[config.mk]
export PLATFORM = sky130hd
export DESIGN_NAME = sseg_div
export DESIGN_NICKNAME = d
export VERILOG_FILES = /design/src/design/sseg_pkg.sv /design/src/design/sseg_div.sv
export SDC_FILE = /design/constraint.sdc
export NUM_CORES = 1
export LEC_CHECK = 0
export BUFFER_PORTS_ARGS = -buffer_cell sky130_fd_sc_hd__buf_2
export CORE_MARGIN = 2
export CORE_UTILIZATION = 44
export CTS_BUF_LIST = sky130_fd_sc_hd__clkbuf_16
export DETAILED_ROUTE_END_ITERATION = 10
export PLACE_DENSITY = 0.76
export SYNTH_ARGS = -nofsm -noshare
export SYNTH_HDL_FRONTEND = slang
export SYNTH_SLANG_ARGS = --single-unit
[constraint.sdc]
create_clock -name clk -period 13.05 [get_ports clk]
set_input_delay 3.915 -clock clk [delete_from_list [all_inputs] [get_ports clk]]
set_output_delay 3.915 -clock clk [all_outputs]
set_load 0.1 [all_outputs]
[src/design/sseg_pkg.sv]
// Shared types, constants and helper functions for the sound segment detector.
// No dependencies; every other design file depends on this package.
package sseg_pkg;

  localparam int MAX_FRAMES   = 65536;
  localparam int MAX_CHANNELS = 2;
  localparam int SAMPLE_BITS  = 16;

  localparam int FRAME_AW = $clog2(MAX_FRAMES);
  localparam int CNT_W    = FRAME_AW + 1;
  localparam int DEV_W    = SAMPLE_BITS + 1;
  localparam int SUM_W    = SAMPLE_BITS + FRAME_AW + 1;
  localparam int MAG_W    = SUM_W - 1;
  localparam int FRAC_W   = 16;
  localparam int THR_W    = DEV_W + FRAC_W;
  localparam int WORD_W   = SAMPLE_BITS * MAX_CHANNELS;
  localparam int OUT_W    = 16;
  localparam int RUN_W    = 8;
  localparam int CFG_IW   = 2;
  localparam int CFG_DW   = 16;

  // Configuration register indexes.
  localparam logic [CFG_IW-1:0] REG_CHANNEL_COUNT    = 2'd0;
  localparam logic [CFG_IW-1:0] REG_SOUND_FRACTION   = 2'd1;
  localparam logic [CFG_IW-1:0] REG_SILENCE_FRACTION = 2'd2;
  localparam logic [CFG_IW-1:0] REG_SILENCE_RUN      = 2'd3;

  // Reset values of the configuration registers.
  localparam logic [1:0]        RST_CHANNEL_COUNT    = 2'd1;
  localparam logic [FRAC_W-1:0] RST_SOUND_FRACTION   = 16'd24904;
  localparam logic [FRAC_W-1:0] RST_SILENCE_FRACTION = 16'd655;
  localparam logic [RUN_W-1:0]  RST_SILENCE_RUN      = 8'd5;

  // Operation codes of an input transaction.
  localparam logic OP_LOAD    = 1'b0;
  localparam logic OP_REQUEST = 1'b1;

  // Absolute deviation of a sample from the channel mean.
  function automatic logic [DEV_W-1:0] abs_dev(input logic signed [SAMPLE_BITS-1:0] s,
                                               input logic signed [SAMPLE_BITS-1:0] m);
    logic signed [DEV_W-1:0] d;
    d = DEV_W'(s) - DEV_W'(m);
    abs_dev = d[DEV_W-1] ? DEV_W'(-d) : DEV_W'(d);
  endfunction

endpackage

[src/design/sseg_div.sv]
// Restoring divider, one quotient bit per cycle, for the channel means.
// Depends on sseg_pkg for widths.
module sseg_div (
  input  logic                         clk,
  input  logic                         rst,
  input  logic                         start,
  input  logic [sseg_pkg::MAG_W-1:0]   dividend,
  input  logic [sseg_pkg::CNT_W-1:0]   divisor,
  output logic [sseg_pkg::MAG_W-1:0]   quotient,
  output logic                         done
);
  import sseg_pkg::*;

  localparam int STEP_W = $clog2(MAG_W + 1);

  logic [CNT_W:0]      rem;
  logic [MAG_W-1:0]    work;
  logic [STEP_W-1:0]   steps;
  logic                busy;
  logic [CNT_W:0]      rem_sh;
  logic [CNT_W:0]      rem_sub;

  // Shift in the next dividend bit and try a subtraction.
  assign rem_sh  = {rem[CNT_W-1:0], work[MAG_W-1]};
  assign rem_sub = rem_sh - (CNT_W+1)'(divisor);
  assign quotient = work;

  always_ff @(posedge clk) begin
    if (rst) begin
      busy  <= 1'b0;
      done  <= 1'b0;
      steps <= '0;
    end else begin
      done <= 1'b0;
      if (start) begin
        busy  <= 1'b1;
        rem   <= '0;
        work  <= dividend;
        steps <= STEP_W'(MAG_W);
      end else if (busy) begin
        if (rem_sh >= (CNT_W+1)'(divisor)) begin
          rem  <= rem_sub;
          work <= {work[MAG_W-2:0], 1'b1};
        end else begin
          rem  <= rem_sh;
          work <= {work[MAG_W-2:0], 1'b0};
        end
        steps <= steps - 1'b1;
        if (steps == STEP_W'(1)) begin
          busy <= 1'b0;
          done <= 1'b1;
        end
      end
    end
  end
endmodule

Word level (Yosys, flattened, before mapping)
Index checks and enable logic that the tools add are counted.

operators by class
  add/subtract/negate cells = 2
  $lt $le $gt $ge = 1
  equal/unequal tests = 1
  mux-type cells = 11
  bitwise operators = 2
  reduce and logical (&&, ||, !) cells = 4

operator list
  kind                   number
  $mux W32               2
  $mux W17               2
  $ge A18 B17 Y1         1
  $sub A17 B17 Y17       1
  $mux W6                2
  $eq A6 B1 Y1 const B   1
  $sub A6 B1 Y6 const B  1
  $mux W1                5
  $reduce_or A3 Y1       1
  $not A1 Y1             2
  $reduce_and A2 Y1      1
  $reduce_bool A2 Y1     1
  $reduce_or A2 Y1       1

storage, ports and cells
  bits in registers = 57
  bits of input ports = 52
  output and inout bits = 33
  word-level logic and storage cells = 27

Longest topological paths before layout
  depth in word-level cells = 4
  gate-level depth with buffers = 13
  gate-level depth less buffers = 11

Least setup slack after synthesis
OpenSTA, ideal clock, no wires.

  path type = input to register
  start point = input port start
  end point = register work[0] (netlist: quotient[0]), enable pin
  setup time = 0.457 ns
  arrival = 6.657 ns
  required time = 12.593 ns
  setup slack = 5.936 ns
  stages on the path = 4
  buffers on the path = 2
  cell sequence = clkbuf_1 -> buf_1 -> nor2_1 -> nor2_1

between the ends
  cells in the longest elaborated chain, start to end = 2

ends and longest elaborated chain
  what                                 RTL line        source
  start, declared                      sseg_div.sv:6   input logic start,
  $reduce_bool A2 Y1 (no source line)  -
  $reduce_and A2 Y1 (no source line)   -
  end signal, assigned                 sseg_div.sv:38  work <= dividend;
  end signal, assigned                 sseg_div.sv:43  work <= {work[MAG_W-2:0], 1'b1};
  end signal, assigned                 sseg_div.sv:46  work <= {work[MAG_W-2:0], 1'b0};
  end, declared                        sseg_div.sv:17  logic [MAG_W-1:0] work;

Every way passes these cells.
A chain may end at the register's enable or synchronous reset.

Worst setup path in the final report
  start point = input port divisor[0] in the netlist's numbering
  end point = register work[0] (netlist: quotient[0]), data pin

between the ends
  cells in the longest elaborated chain, start to end = 4

ends and longest elaborated chain
  what             RTL line        source
  start, declared  sseg_div.sv:8   input logic [sseg_pkg::CNT_W-1:0] divisor,
  $ge A18 B17 Y1   sseg_div.sv:41  if (rem_sh >= (CNT_W+1)'(divisor)) begin
  $mux W1          sseg_div.sv:41
  $mux W32         sseg_div.sv:40  end else if (busy) begin
  $mux W32         sseg_div.sv:35  if (start) begin

Every way passes these cells. The select of a mux whose other input is x is not followed.

==> impl_metrics.env <==
export IMPL_pin_count=85
export IMPL_endpoint_kind="register"
export IMPL_die_area_um2=8415
export IMPL_final_util_pct=57.56
export IMPL_slew_viol_final=0
export IMPL_vias=2539
export IMPL_clock_sinks=57
export IMPL_crit_end="quotient[0]$_DFFE_PP_"
export IMPL_drtAntennaViolNets=0
export IMPL_htree_levels=3
export IMPL_ys_seq_area_share_pct=48.17
export IMPL_yosysWarnings=0
export IMPL_final_area_um2=4242
export IMPL_pwr_density_cell_nw_per_um2=156.9
export IMPL_clkTransAtPathRegs_ns=0.05
export IMPL_synth_ff_type="edfxtp_1"
export IMPL_status="finished, final reports clean"
export IMPL_grt_pass1_wl_mm=11.61
export IMPL_yosysUniqueCellTypes=44
export IMPL_avgViaCountPerCell=5.140
export IMPL_relSlewSlack_pct=43.51
export IMPL_post_cts_buffers=0
export IMPL_cts_resized=0
export IMPL_ys_async_sr_fraction_pct=0
export IMPL_drt_wl_total_mm=7.004
export IMPL_layout_commonest_cell="buf_2"
export IMPL_min_period_ns=6.390
export IMPL_drt_first_pass_iters=4
export IMPL_die_y_um=91.74
export IMPL_fin_setup_tns_ns=0
export IMPL_synth_seq_cells=57
export IMPL_n_antenna_cell=0
export IMPL_critPathArrivalTime_ns=6.45
export IMPL_root_buffer="clkbuf_16"
export IMPL_syn_num_nets=376
export IMPL_worstMarginPinSlew_ns=0.8474
export IMPL_grt_pass1_vias=2514
export IMPL_start_kind="primary input"
export IMPL_r2r_cells=10
export IMPL_whs_path_depth=2
export IMPL_hold_buffers=0
export IMPL_timing_rr_end="quotient[0]$_DFFE_PP_"
export IMPL_setup_viol=0
export IMPL_overflow=0
export IMPL_initial_utilization_pct=45.96
export IMPL_synthCells=304
export IMPL_power_leakage_uw=0.001863
export IMPL_vdd_drop_max_mv=0.1217
export IMPL_clock_skew_ns=0.009431
export IMPL_worst_ep_required_time_ns=13.12
export IMPL_synth_edf_count=49
export IMPL_area_growth_pct=25.23
export IMPL_dp_slack_ns=6.342
export IMPL_worstHoldPathType="register to register"
export IMPL_mostFrequentLayoutCells="84 x buf_2, 49 x edfxtp_1, 36 x nor2_1"
export IMPL_layout_drive_gt1_share_pct=35.44
export IMPL_routabilityCongestion=0.9466
export IMPL_grt_start_max_net_pins=54
export IMPL_cap_violations=0
export IMPL_timing_reg2reg_setup_slack_ns=9.78
export IMPL_final_hold_viol_count=0
export IMPL_syn_area_per_cell_um2=11.14
export IMPL_finalCritPeriodShare_pct=48.96
export IMPL_fin_nets=462
export IMPL_path_max_fanout=18
export IMPL_drc=0
export IMPL_wl_per_cell_um=14.18
export IMPL_placed_cell_area_um2=3891
export IMPL_dr_first_iter_drc_count=138
export IMPL_clock_latency_ns=0.32
export IMPL_setup_ws_ns=6.660
export IMPL_die_x_um=91.74
export IMPL_cts_buffers=9
export IMPL_io_buffers=84
export IMPL_cts_tree="yes"
export IMPL_place_hpwl_mm=5.044
export IMPL_critical_path_startpoint="divisor[0]"
export IMPL_fmax_mhz=156.5
export IMPL_rsz0062_at_grt="false"
export IMPL_critical_path_class="primary input to register"
export IMPL_cts_buffer_depth=2
export IMPL_finalPower_uw=665.5
export IMPL_core_area_um2=7370
export IMPL_antenna_found_initial=0
export IMPL_rows=31
export IMPL_synth_area_um2=3387
export IMPL_track_usage_pct=17.35
export IMPL_r2r_start="quotient[31]$_DFFE_PP_"
kinds of logic after synthesis:
group	after synthesis	synth area share, %
flops	57	48.17
simple gates	83	10.82
xor+xnor	18	4.655
fa+ha+maj	20	7.610
mux	45	14.48
compound gates	47	9.864
buf+inv	34	4.396
power by group:
group          switching (µW)  internal (µW)
Clock                    84.9            188
Sequential               7.89            217
Combinational             110           57.2
Yosys cell counts, types with 2 or more instances:
| cell type | count | share of area, % |
|---|---|---|
| edfxtp_1 | 49 | 43 |
| nor2_1 | 37 | 4.1 |
| mux2_2 | 32 | 11 |
| inv_1 | 23 | 2.5 |
| nand2_1 | 20 | 2.2 |
| ha_1 | 19 | 7.0 |
| mux2i_1 | 13 | 3.8 |
| a21oi_1 | 11 | 1.6 |
| xnor2_1 | 9 | 2.3 |
| xor2_1 | 9 | 2.3 |
| dfxtp_1 | 8 | 4.7 |
| nand3_1 | 5 | 0.74 |
| nor3_1 | 5 | 0.74 |
| a211oi_1 | 4 | 0.89 |
| a21o_1 | 4 | 0.89 |
| clkbuf_1 | 4 | 0.44 |
| o21a_1 | 4 | 0.89 |
| o21ai_0 | 4 | 0.59 |
| a211oi_2 | 3 | 1.1 |
| a31oi_1 | 3 | 0.55 |
| and3_1 | 3 | 0.55 |
| buf_1 | 3 | 0.33 |
| nor2b_1 | 3 | 0.55 |
| o211ai_1 | 3 | 0.66 |
| a211o_1 | 2 | 0.52 |
| buf_2 | 2 | 0.30 |
| nand4_1 | 2 | 0.37 |
| nor4_1 | 2 | 0.37 |
| o21ai_1 | 2 | 0.30 |
| or3_1 | 2 | 0.37 |
registers in the layout, summed over array words and instances (netlist names):
signal,flops
done,1
rem,17
quotient,32
steps,6
busy,1
through the flow:
stage | instances | hold WS, ns
after detailed placement | 478 | 0.4826
final | 494 | 0.4983
after global placement | 478 | 0.4634
after global routing | 494 | 0.5395
after floorplan | 304 | 0.4536
after CTS | 494 | 0.4979
critical path, stage by stage:
cell      delay (ns)
buf_2           0.08
ha_1            0.15
inv_1           0.05
fa_1            0.42
a211oi_2        0.32
o21ai_1         0.15
a211oi_2        0.26
o31ai_2         0.10
a211o_1         0.59
mux2_2          0.40
routing by layer:
layer	share of wire (%)	GRT usage, %	wire, µm	up-vias
met3	7.2	6.245	503	4
met5	0	0	0	-
met1	45	22.60	3153	1178
met4	0.60	4.478	42	0
met2	47	27.57	3306	82
li1	-	-	-	1275
final cells by class:
cell class | instances | area (µm²)
fill | 662 | 3128
sequential | 57 | 1632
multi-input combinational | 213 | 1614
timing repair buffer | 86 | 435.4
clock buffer | 9 | 225.2
clock inverter | 7 | 125.1
tap | 99 | 123.9
inverter | 23 | 86.33
how the worst min path moves through the flow:
stage                           from  slack [ns]                    end
3_5_place_dp   steps[0]$_SDFFE_PP0P_        0.48  steps[0]$_SDFFE_PP0P_
6_report       steps[1]$_SDFFE_PP0P_        0.50  steps[1]$_SDFFE_PP0P_
2_1_floorplan  steps[0]$_SDFFE_PP0P_        0.45  steps[0]$_SDFFE_PP0P_
3_3_place_gp   steps[0]$_SDFFE_PP0P_        0.46  steps[0]$_SDFFE_PP0P_
4_1_cts        steps[0]$_SDFFE_PP0P_        0.50  steps[0]$_SDFFE_PP0P_
5_1_grt        steps[0]$_SDFFE_PP0P_        0.54  steps[0]$_SDFFE_PP0P_
Note: power is estimated with default switching activity, not from simulation.
